`src/bc_pkg.sv`:
```
// Shared types, constants and arithmetic helpers for the S3TC block decoder.
// Used by every module under src; depends on nothing else.
`timescale 1ns / 1ps
`default_nettype none

package bc_pkg;

    localparam int MAX_DIM_DEF = 4096;
    localparam int CFG_W       = 13;
    localparam int POS_W       = 12;

    // Block format codes
    localparam logic [1:0] FMT_DXT1 = 2'd0;
    localparam logic [1:0] FMT_DXT3 = 2'd1;
    localparam logic [1:0] FMT_DXT5 = 2'd2;

    // Configuration register indexes
    localparam logic [1:0] REG_FORMAT = 2'd0;
    localparam logic [1:0] REG_WIDTH  = 2'd1;
    localparam logic [1:0] REG_HEIGHT = 2'd2;

    typedef struct packed {
        logic [63:0] color_word;
        logic [63:0] alpha_word;
    } t_in_item;

    typedef struct packed {
        logic [31:0]      pixel_zero;
        logic [31:0]      pixel_one;
        logic [31:0]      pixel_two;
        logic [31:0]      pixel_three;
        logic [3:0]       pixel_mask;
        logic [POS_W-1:0] pos_x;
        logic [POS_W-1:0] pos_y;
        logic             last_row;
        logic             image_done;
    } t_out_item;

    // Decoded palettes of one block: four RGBA colors and eight alphas.
    typedef struct packed {
        logic [3:0][31:0] color;
        logic [7:0][7:0]  alpha;
    } t_pal;

    typedef struct packed {
        logic [1:0] row;
        logic       last_block;
    } t_row_ctl;

    function automatic int blk_w(input int m);
        return (m > 4) ? $clog2(m) - 2 : 1;
    endfunction

    function automatic int dim_w(input int m);
        return $clog2(m + 1);
    endfunction

    // Width wide enough for pixel positions and dimension compares.
    function automatic int pos_cmp_w(input int m);
        int w;
        w = blk_w(m) + 3;
        if (dim_w(m) + 1 > w) w = dim_w(m) + 1;
        if (POS_W > w) w = POS_W;
        return w;
    endfunction

    // RGB565 to 24-bit color with R in bits 7:0.
    function automatic logic [23:0] expand565(input logic [15:0] v);
        return {v[4:0], v[4:2], v[10:5], v[10:9], v[15:11], v[15:13]};
    endfunction

    // Floor divisions by reciprocal multiplication, exact over the input range.
    function automatic logic [7:0] div3(input logic [9:0] s);
        logic [20:0] p;
        p = 21'(s) * 21'd683;
        return p[18:11];
    endfunction

    function automatic logic [7:0] div5(input logic [10:0] s);
        logic [22:0] p;
        p = 23'(s) * 23'd3277;
        return p[21:14];
    endfunction

    function automatic logic [7:0] div7(input logic [10:0] s);
        logic [22:0] p;
        p = 23'(s) * 23'd2341;
        return p[21:14];
    endfunction

endpackage

`default_nettype wire

```
`src/bc_palette.sv`:
```
// Builds the four-entry color palette and the eight-entry alpha palette of a block.
// Depends on bc_pkg for the palette type and the division helpers.
`timescale 1ns / 1ps
`default_nettype none

module bc_palette (
    input  wire logic [63:0] i_color_word,
    input  wire logic [63:0] i_alpha_word,
    input  wire logic [1:0]  i_fmt,
    output bc_pkg::t_pal     o_pal
);
    import bc_pkg::*;

    logic [15:0] e0, e1;
    logic [23:0] c0, c1;
    logic [23:0] mid, t2, t3;
    logic [7:0]  a0, a1;
    logic        three;

    always_comb begin
        e0    = i_color_word[15:0];
        e1    = i_color_word[31:16];
        c0    = expand565(e0);
        c1    = expand565(e1);
        a0    = i_alpha_word[7:0];
        a1    = i_alpha_word[15:8];
        three = (i_fmt != FMT_DXT3) && (i_fmt != FMT_DXT5) && (e0 <= e1);

        for (int ch = 0; ch < 3; ch++) begin
            mid[8*ch +: 8] = 8'((9'(c0[8*ch +: 8]) + 9'(c1[8*ch +: 8])) >> 1);
            t2[8*ch +: 8]  = div3({1'b0, c0[8*ch +: 8], 1'b0} + 10'(c1[8*ch +: 8]));
            t3[8*ch +: 8]  = div3(10'(c0[8*ch +: 8]) + {1'b0, c1[8*ch +: 8], 1'b0});
        end

        o_pal.color[0] = {8'hff, c0};
        o_pal.color[1] = {8'hff, c1};
        if (three) begin
            o_pal.color[2] = {8'hff, mid};
            o_pal.color[3] = 32'h0;
        end else begin
            o_pal.color[2] = {8'hff, t2};
            o_pal.color[3] = {8'hff, t3};
        end

        o_pal.alpha    = '0;
        o_pal.alpha[0] = a0;
        o_pal.alpha[1] = a1;
        if (a0 > a1) begin
            for (int i = 1; i < 7; i++) begin
                o_pal.alpha[1+i] = div7(11'(a0) * 11'(7 - i) + 11'(a1) * 11'(i));
            end
        end else begin
            for (int i = 1; i < 5; i++) begin
                o_pal.alpha[1+i] = div5(11'(a0) * 11'(5 - i) + 11'(a1) * 11'(i));
            end
            o_pal.alpha[6] = 8'h00;
            o_pal.alpha[7] = 8'hff;
        end
    end

endmodule

`default_nettype wire

```
`src/bc_lane.sv`:
```
// One texel lane: picks the palette color and applies the format's alpha.
// Depends on bc_pkg for the palette type and format codes.
`timescale 1ns / 1ps
`default_nettype none

module bc_lane (
    input  wire bc_pkg::t_pal  i_pal,
    input  wire logic [1:0]    i_fmt,
    input  wire logic [1:0]    i_cidx,
    input  wire logic [3:0]    i_alpha4,
    input  wire logic [2:0]    i_aidx,
    output logic [31:0]        o_pixel
);
    import bc_pkg::*;

    logic [31:0] px;

    always_comb begin
        px = i_pal.color[i_cidx];
        case (i_fmt)
            FMT_DXT3: o_pixel = {i_alpha4, i_alpha4, px[23:0]};
            FMT_DXT5: o_pixel = {i_pal.alpha[i_aidx], px[23:0]};
            default:  o_pixel = px;
        endcase
    end

endmodule

`default_nettype wire

```
`src/bc_row_merge.sv`:
```
// Merges the four lane texels with the row position and crop mask into the output register.
// Depends on bc_pkg for the output item and row control types.
`timescale 1ns / 1ps
`default_nettype none

module bc_row_merge #(
    parameter int MAX_DIM = bc_pkg::MAX_DIM_DEF
) (
    input  wire logic                                i_clk,
    input  wire logic                                i_rst_n,
    input  wire logic                                i_row_valid,
    input  wire bc_pkg::t_row_ctl                    i_ctl,
    input  wire logic [bc_pkg::blk_w(MAX_DIM)-1:0]   i_col,
    input  wire logic [bc_pkg::blk_w(MAX_DIM)-1:0]   i_brow,
    input  wire logic [3:0][31:0]                    i_pix,
    input  wire logic [bc_pkg::dim_w(MAX_DIM)-1:0]   i_width,
    input  wire logic [bc_pkg::dim_w(MAX_DIM)-1:0]   i_height,
    input  wire logic                                i_out_stall,
    output logic                                     o_take,
    output logic                                     o_out_valid,
    output bc_pkg::t_out_item                        o_out_data
);
    import bc_pkg::*;

    localparam int PW = pos_cmp_w(MAX_DIM);

    logic [PW-1:0] x, y;
    t_out_item     row;
    logic          r_out_valid;
    t_out_item     r_out_data;

    always_comb begin
        x = PW'({i_col, 2'b00});
        y = PW'({i_brow, 2'b00}) + PW'(i_ctl.row);
        for (int k = 0; k < 4; k++) begin
            row.pixel_mask[k] = (x + PW'(k) < PW'(i_width)) && (y < PW'(i_height));
        end
        row.pixel_zero  = i_pix[0];
        row.pixel_one   = i_pix[1];
        row.pixel_two   = i_pix[2];
        row.pixel_three = i_pix[3];
        row.pos_x       = x[POS_W-1:0];
        row.pos_y       = y[POS_W-1:0];
        row.last_row    = (i_ctl.row == 2'd3);
        row.image_done  = (i_ctl.row == 2'd3) && i_ctl.last_block;
    end

    // The register takes a new row when empty or when its row is transferred now.
    assign o_take = !r_out_valid || !i_out_stall;

    always_ff @(posedge i_clk) begin
        if (!i_rst_n) begin
            r_out_valid <= 1'b0;
        end else if (o_take) begin
            r_out_valid <= i_row_valid;
        end
    end

    always_ff @(posedge i_clk) begin
        if (o_take && i_row_valid) begin
            r_out_data <= row;
        end
    end

    assign o_out_valid = r_out_valid;
    assign o_out_data  = r_out_data;

endmodule

`default_nettype wire

```
`src/bc1_bc2_bc3_block_decoder.sv`:
```
// S3TC (DXT1/DXT3/DXT5) block decoder, top level. Uses bc_pkg, bc_palette, bc_lane, bc_row_merge.
// Each block passes through the stage 1 register, the stage 2 palette register and the output register.
// The four rows of a block leave through one output register, which holds while the output stalls;
// a new block is taken while the previous one is still emitting rows.
// Reset (synchronous, active low): format DXT1, image 4x4, block counter 0, pipeline empty.
`timescale 1ns / 1ps
`default_nettype none

module bc1_bc2_bc3_block_decoder #(
    parameter int MAX_DIM = bc_pkg::MAX_DIM_DEF
) (
    input  wire logic                       i_clk,
    input  wire logic                       i_rst_n,
    input  wire logic                       i_in_valid,
    output logic                            o_in_stall,
    input  wire bc_pkg::t_in_item           i_in_data,
    output logic                            o_out_valid,
    input  wire logic                       i_out_stall,
    output bc_pkg::t_out_item               o_out_data,
    input  wire logic                       i_cfg_valid,
    output logic                            o_cfg_ready,
    input  wire logic [1:0]                 i_cfg_index,
    input  wire logic [bc_pkg::CFG_W-1:0]   i_cfg_data
);
    import bc_pkg::*;

    localparam int BLK_W = blk_w(MAX_DIM);
    localparam int DIM_W = dim_w(MAX_DIM);
    localparam int EW    = ((DIM_W > CFG_W) ? DIM_W : CFG_W) + 1;
    localparam int CW    = ((DIM_W > BLK_W) ? DIM_W : BLK_W) + 1;

    // Configuration
    logic [1:0]       r_fmt;
    logic [CFG_W-1:0] r_width, r_height;
    logic [DIM_W-1:0] w, h;
    logic [CW-1:0]    bx, by;

    // Block counter
    logic [BLK_W-1:0] r_col, r_brow, n_col, n_brow;
    logic [CW-1:0]    col_p1, row_p1;
    logic             last_blk;

    // Stage 1: accepted block
    logic             r_s1_valid;
    t_in_item         r_s1_item;
    logic [BLK_W-1:0] r_s1_col, r_s1_brow;
    logic             r_s1_last;

    // Stage 2: decoded palettes, rows leave one per cycle unless the output stalls
    logic             r_s2_valid;
    logic [1:0]       r_row;
    t_pal             r_pal;
    logic [31:0]      r_cidx;
    logic [63:0]      r_a3;
    logic [47:0]      r_a5;
    logic [BLK_W-1:0] r_s2_col, r_s2_brow;
    logic             r_s2_last;

    t_pal             pal;
    logic [3:0][31:0] lane_pix;
    t_row_ctl         row_ctl;
    logic             take, in_xfer, s2_adv, s2_free, s1_move;

    always_comb begin
        if (r_width == '0) begin
            w = DIM_W'(1);
        end else if (EW'(r_width) > EW'(MAX_DIM)) begin
            w = DIM_W'(MAX_DIM);
        end else begin
            w = DIM_W'(r_width);
        end
        if (r_height == '0) begin
            h = DIM_W'(1);
        end else if (EW'(r_height) > EW'(MAX_DIM)) begin
            h = DIM_W'(MAX_DIM);
        end else begin
            h = DIM_W'(r_height);
        end
        bx = (CW'(w) + CW'(3)) >> 2;
        by = (CW'(h) + CW'(3)) >> 2;
    end

    always_comb begin
        col_p1   = CW'(r_col) + CW'(1);
        row_p1   = CW'(r_brow) + CW'(1);
        last_blk = (col_p1 == bx) && (row_p1 == by);
        n_col    = col_p1[BLK_W-1:0];
        n_brow   = r_brow;
        // A counter left outside the image by a resize still wraps at the next compare.
        if (col_p1 >= bx) begin
            n_col  = '0;
            n_brow = (row_p1 >= by) ? '0 : row_p1[BLK_W-1:0];
        end
    end

    assign s2_adv     = r_s2_valid && take;
    assign s2_free    = !r_s2_valid || (s2_adv && (r_row == 2'd3));
    assign s1_move    = r_s1_valid && s2_free;
    assign o_in_stall = r_s1_valid && !s2_free;
    assign in_xfer    = i_in_valid && !o_in_stall;
    assign o_cfg_ready = 1'b1;

    always_ff @(posedge i_clk) begin
        if (!i_rst_n) begin
            r_fmt      <= FMT_DXT1;
            r_width    <= CFG_W'(4);
            r_height   <= CFG_W'(4);
            r_col      <= '0;
            r_brow     <= '0;
            r_s1_valid <= 1'b0;
            r_s2_valid <= 1'b0;
            r_row      <= 2'd0;
        end else begin
            if (i_cfg_valid && o_cfg_ready) begin
                case (i_cfg_index)
                    REG_FORMAT: r_fmt    <= i_cfg_data[1:0];
                    REG_WIDTH:  r_width  <= i_cfg_data;
                    REG_HEIGHT: r_height <= i_cfg_data;
                    default:    ;
                endcase
            end
            if (in_xfer) begin
                r_col  <= n_col;
                r_brow <= n_brow;
            end
            if (in_xfer) begin
                r_s1_valid <= 1'b1;
            end else if (s1_move) begin
                r_s1_valid <= 1'b0;
            end
            if (s1_move) begin
                r_s2_valid <= 1'b1;
                r_row      <= 2'd0;
            end else if (s2_adv) begin
                r_row <= r_row + 2'd1;
                if (r_row == 2'd3) begin
                    r_s2_valid <= 1'b0;
                end
            end
        end
    end

    always_ff @(posedge i_clk) begin
        if (in_xfer) begin
            r_s1_item <= i_in_data;
            r_s1_col  <= r_col;
            r_s1_brow <= r_brow;
            r_s1_last <= last_blk;
        end
        if (s1_move) begin
            r_pal     <= pal;
            r_cidx    <= r_s1_item.color_word[63:32];
            r_a3      <= r_s1_item.alpha_word;
            r_a5      <= r_s1_item.alpha_word[63:16];
            r_s2_col  <= r_s1_col;
            r_s2_brow <= r_s1_brow;
            r_s2_last <= r_s1_last;
        end else if (s2_adv) begin
            // The index words shift so the lanes always read the current row at the bottom.
            r_cidx <= r_cidx >> 8;
            r_a3   <= r_a3 >> 16;
            r_a5   <= r_a5 >> 12;
        end
    end

    bc_palette u_palette (
        .i_color_word (r_s1_item.color_word),
        .i_alpha_word (r_s1_item.alpha_word),
        .i_fmt        (r_fmt),
        .o_pal        (pal)
    );

    for (genvar k = 0; k < 4; k++) begin : g_lane
        bc_lane u_lane (
            .i_pal    (r_pal),
            .i_fmt    (r_fmt),
            .i_cidx   (r_cidx[2*k +: 2]),
            .i_alpha4 (r_a3[4*k +: 4]),
            .i_aidx   (r_a5[3*k +: 3]),
            .o_pixel  (lane_pix[k])
        );
    end

    assign row_ctl.row        = r_row;
    assign row_ctl.last_block = r_s2_last;

    bc_row_merge #(
        .MAX_DIM (MAX_DIM)
    ) u_merge (
        .i_clk       (i_clk),
        .i_rst_n     (i_rst_n),
        .i_row_valid (r_s2_valid),
        .i_ctl       (row_ctl),
        .i_col       (r_s2_col),
        .i_brow      (r_s2_brow),
        .i_pix       (lane_pix),
        .i_width     (w),
        .i_height    (h),
        .i_out_stall (i_out_stall),
        .o_take      (take),
        .o_out_valid (o_out_valid),
        .o_out_data  (o_out_data)
    );

    a_done_on_last_row: assert property (@(posedge i_clk) disable iff (!i_rst_n)
        o_out_valid && o_out_data.image_done |-> o_out_data.last_row)
        else $error("image_done without last_row");

    a_row_only_when_busy: assert property (@(posedge i_clk) disable iff (!i_rst_n)
        (r_row != 2'd0) |-> r_s2_valid)
        else $error("row counter mid-block with empty stage");

    a_rows_follow: assert property (@(posedge i_clk) disable iff (!i_rst_n)
        o_out_valid && !i_out_stall && !o_out_data.last_row
        |=> o_out_valid && (o_out_data.pos_y == $past(o_out_data.pos_y) + 12'd1))
        else $error("next row of a block missing or misplaced");

endmodule

`default_nettype wire

```
`config.mk`:
```
export PLATFORM = sky130hd
export DESIGN_NAME = bc1_bc2_bc3_block_decoder
export DESIGN_NICKNAME = d
export VERILOG_FILES = /design/src/bc_pkg.sv /design/src/bc_palette.sv /design/src/bc_lane.sv /design/src/bc_row_merge.sv /design/src/bc1_bc2_bc3_block_decoder.sv
export SDC_FILE = /design/constraint.sdc
export NUM_CORES = 2
export LEC_CHECK = 0
export ABC_CLOCK_PERIOD_IN_PS = 10400
export BUFFER_PORTS_ARGS = -buffer_cell sky130_fd_sc_hd__buf_2
export CAP_MARGIN = 20
export CELL_PAD_IN_SITES_DETAIL_PLACEMENT = 0
export CELL_PAD_IN_SITES_GLOBAL_PLACEMENT = 1
export CORE_UTILIZATION = 47
export DETAILED_ROUTE_END_ITERATION = 16
export MAX_ROUTING_LAYER = met4
export PLACE_DENSITY_LB_ADDON = 0.1
export SYNTH_ARGS = -nofsm -noshare
export SYNTH_HDL_FRONTEND = slang
export SYNTH_SLANG_ARGS = --single-unit
```
`constraint.sdc`:
```
create_clock -name i_clk -period 10.4 [get_ports i_clk]
set_input_delay 0 -clock i_clk [delete_from_list [all_inputs] [get_ports i_clk]]
set_output_delay 0 -clock i_clk [all_outputs]
set_load 0.01 [all_outputs]
```
==> results.md <==
* Post-synthesis area per instance at 11.3 um2
* Worst-Skew Late Latency at 0.72 ns
* Post-route clock period utilization at 0.833
* Chip Height at 362 um
* Worst-case reg-to-reg path depth at 25
* Area leader, netlist: edfxtp_1
* Gr usage total at 0.263
* Vias in the first global route at 43400
* Cell area after synthesis at 61000 um2
* Synth async-reset ratio at 0
* Synth top area cells: edfxtp_1 (30%), ha_1 (24%), fa_1 (12%), mux4_2 (4.7%), inv_1 (4.5%)
* Nature of the critical path endpoint: flop
* Hold path depth at 2
* Max transition margin at 0.167
* CP arrival at 9.11 ns
* FF-to-FF Start: r_s1_item[2]
* Post-synth cell types at 85
* Largest net degree at the start of global routing at 118
* Core area at 128000 um2
* Post-CTS Setup Bufs at 0
* Worst Path Max Fanout at 12
* HP Class: in -> reg
* Setup TNS at 0 ns
* Sequential cell area at 19200 um2
* Post-DP HPWL at 125000 um
* Slowest stage delay, CP at 0.76 ns
* Multi-input gate area at 38600 um2
* Final wirelength at 164000 um
* Placed Area at 64600 um2
* Design area at 70000 um2
* Gp weighted congestion at 0.910
* Setup crit start kind: flop
* Via density per instance at 5.44
* Sequential area share after synthesis at 0.314
* Final #Nets at 7696
* Yosys reg bits at 656
* Leading cell type by number of instances after synthesis: ha_1
* Crit-path most repeated cell: fa_1
* Fin. Hold Viols at 0
* Initial antenna violation count at 7
* First drt pass iteration count at 7
* IO Pins at 309
* RSZ-0062 raised after global routing: no
* CTS tree: yes
* Synth top area share at 0.297
* # setup viols final at 0
* R2R Path End: r_pal[30]
* Share of post-route cells with drive strength above 1 at 0.110
* Slowest CP cell: edfxtp_1
* Initial DRC count at 2964
* Final ANT Viol Nets at 0
* Die W at 362 um
* Grt ovf at 0
* Yosys warnings at 0
* Ys flop type: edfxtp_1
* Starting Density at 0.476
* Cts bufs inserted at 79
* Worst endpoint required time at 10.84 ns
* Port bufs at 305
* Mean routed wirelength per cell at 21.1 um
* Clock buffer depth at 3
* Fill cells at 11200
* Run status: finished, final reports clean
* Post-CTS sizing at 0
* Rows at 131
* Final Max Tran Viols at 0
* Synth top cells by count: ha_1 (1194), inv_1 (739), edfxtp_1 (603)
* H-Tree Depth at 3
* Peak Freq at 115 MHz
* Cells after Synth at 5405
* Fin Clk Skew at 0.0467 ns
* Sink Count at 656
* First-pass GRT wire length at 254000 um
* Clk pin slew, worst setup/hold paths at 0.06 ns
* Hold_sp: i_in_data[108]
* Slew @ Worst Pin at 1.24 ns
* Number of flops mapped to enable cells by yosys at 603
* Cts hold-fix bufs at 263
* MaxCap Viol Count at 0
* Synthesis-to-finish area growth at 14.7%
* Post-route core utilization at 0.546
* WHS Endpoint: r_s1_item[108]
* Crit path kind: reg -> reg
* Final worst path period need at 8.67 ns
* Flop-to-flop setup slack at 1.73 ns
* Drt drc at 0
* Clock root buffer: clkbuf_16
* Die area at 131000 um2
* Vias post-DR at 42300
==> critical path, delay by kind of cell (launching register included) <==
| kind | cells | cell delay [ns] |
|---|---|---|
| buffers and inverters | 3 | 0.45 |
| multiplexers | 1 | 0.26 |
| flip-flops | 1 | 0.76 |
| adder cells (fa/ha/maj) | 8 | 3.66 |
| AND/OR/NAND/NOR | 2 | 0.48 |
| AO/OA/AOI/OAI | 10 | 2.67 |
| XOR/XNOR | 1 | 0.09 |
==> cell usage in the layout, fill, tap and decap left out, types with 59 or more instances in the layout <==
cell type and n:
xnor2_1 208, edfxtp_1 603, nor2b_1 59, mux4_2 128
a21o_1 81, nor2_1 167, o21ai_0 176, nand2_1 461
a21oi_1 236, ha_1 1194, buf_2 305, inv_1 736
xor2_1 101, nor3_1 61, clkbuf_16 79, dlygate4sd3_1 263
fa_1 371
==> sequential cells by signal, indices dropped and copies added (netlist names), 13 cells and up <==
name	count
u_merge.o_out_data	156
r_height	13
r_cidx	32
r_s1_item	128
r_a3	53
r_a5	47
r_width	13
r_pal	145
==> through the flow <==
step,setup WS (ns),hold slack [ns],std cells
after floorplan,2.74,0.0989,5406
after CTS,1.79,0.000169,7772
final,1.73,0.0374,7776
after detailed placement,1.81,0.178,7366
after global placement,2.08,0.176,7366
after global routing,1.28,0.0115,7774
==> cells by family after synthesis <==
family,Yosys count,synth area share
simple gates,994,0.0746
compound gates,813,0.0856
mux,203,0.0603
xor+xnor,311,0.0451
flops,656,0.314
other cells,2,0.000123
fa+ha+maj,1565,0.367
buf+inv,861,0.0533
==> how the worst max path moves through the flow <==
stage                      start  slack (ns)         to  depth (start not counted)
finish              r_s1_item[2]        1.73  r_pal[30]                         25
global route        r_s1_item[2]        1.28  r_pal[30]                         25
CTS                 r_s1_item[2]        1.79  r_pal[31]                         25
detailed placement  r_s1_item[2]        1.81  r_pal[31]                         25
global placement    r_s1_item[9]        2.08  r_pal[39]                         26
floorplan           r_s1_item[8]        2.74  r_pal[39]                         26
==> routing by layer <==
| layer | routed length, um | vias to the layer above | track usage |
|---|---|---|---|
| met5 | 0 | - | - |
| met4 | 2960 | 0 | 0.0552 |
| met3 | 10700 | 167 | 0.0499 |
| met2 | 73600 | 1061 | 0.402 |
| met1 | 77100 | 20700 | 0.363 |
| li1 | - | 20300 | - |
==> cell type report <==
type                            instances  share of cell area
Sequential cell                       656               0.274
Clock buffer                           93              0.0290
Timing Repair Buffer                  614              0.0646
Tap cell                             1729              0.0309
Clock inverter                         50             0.00953
Antenna cell                            2           0.0000715
Inverter                              743              0.0401
Multi-Input combinational cell       3889               0.552
Power is not shown: default switching activity piles up to over one toggle a cycle in this logic, so the estimate is an artifact.
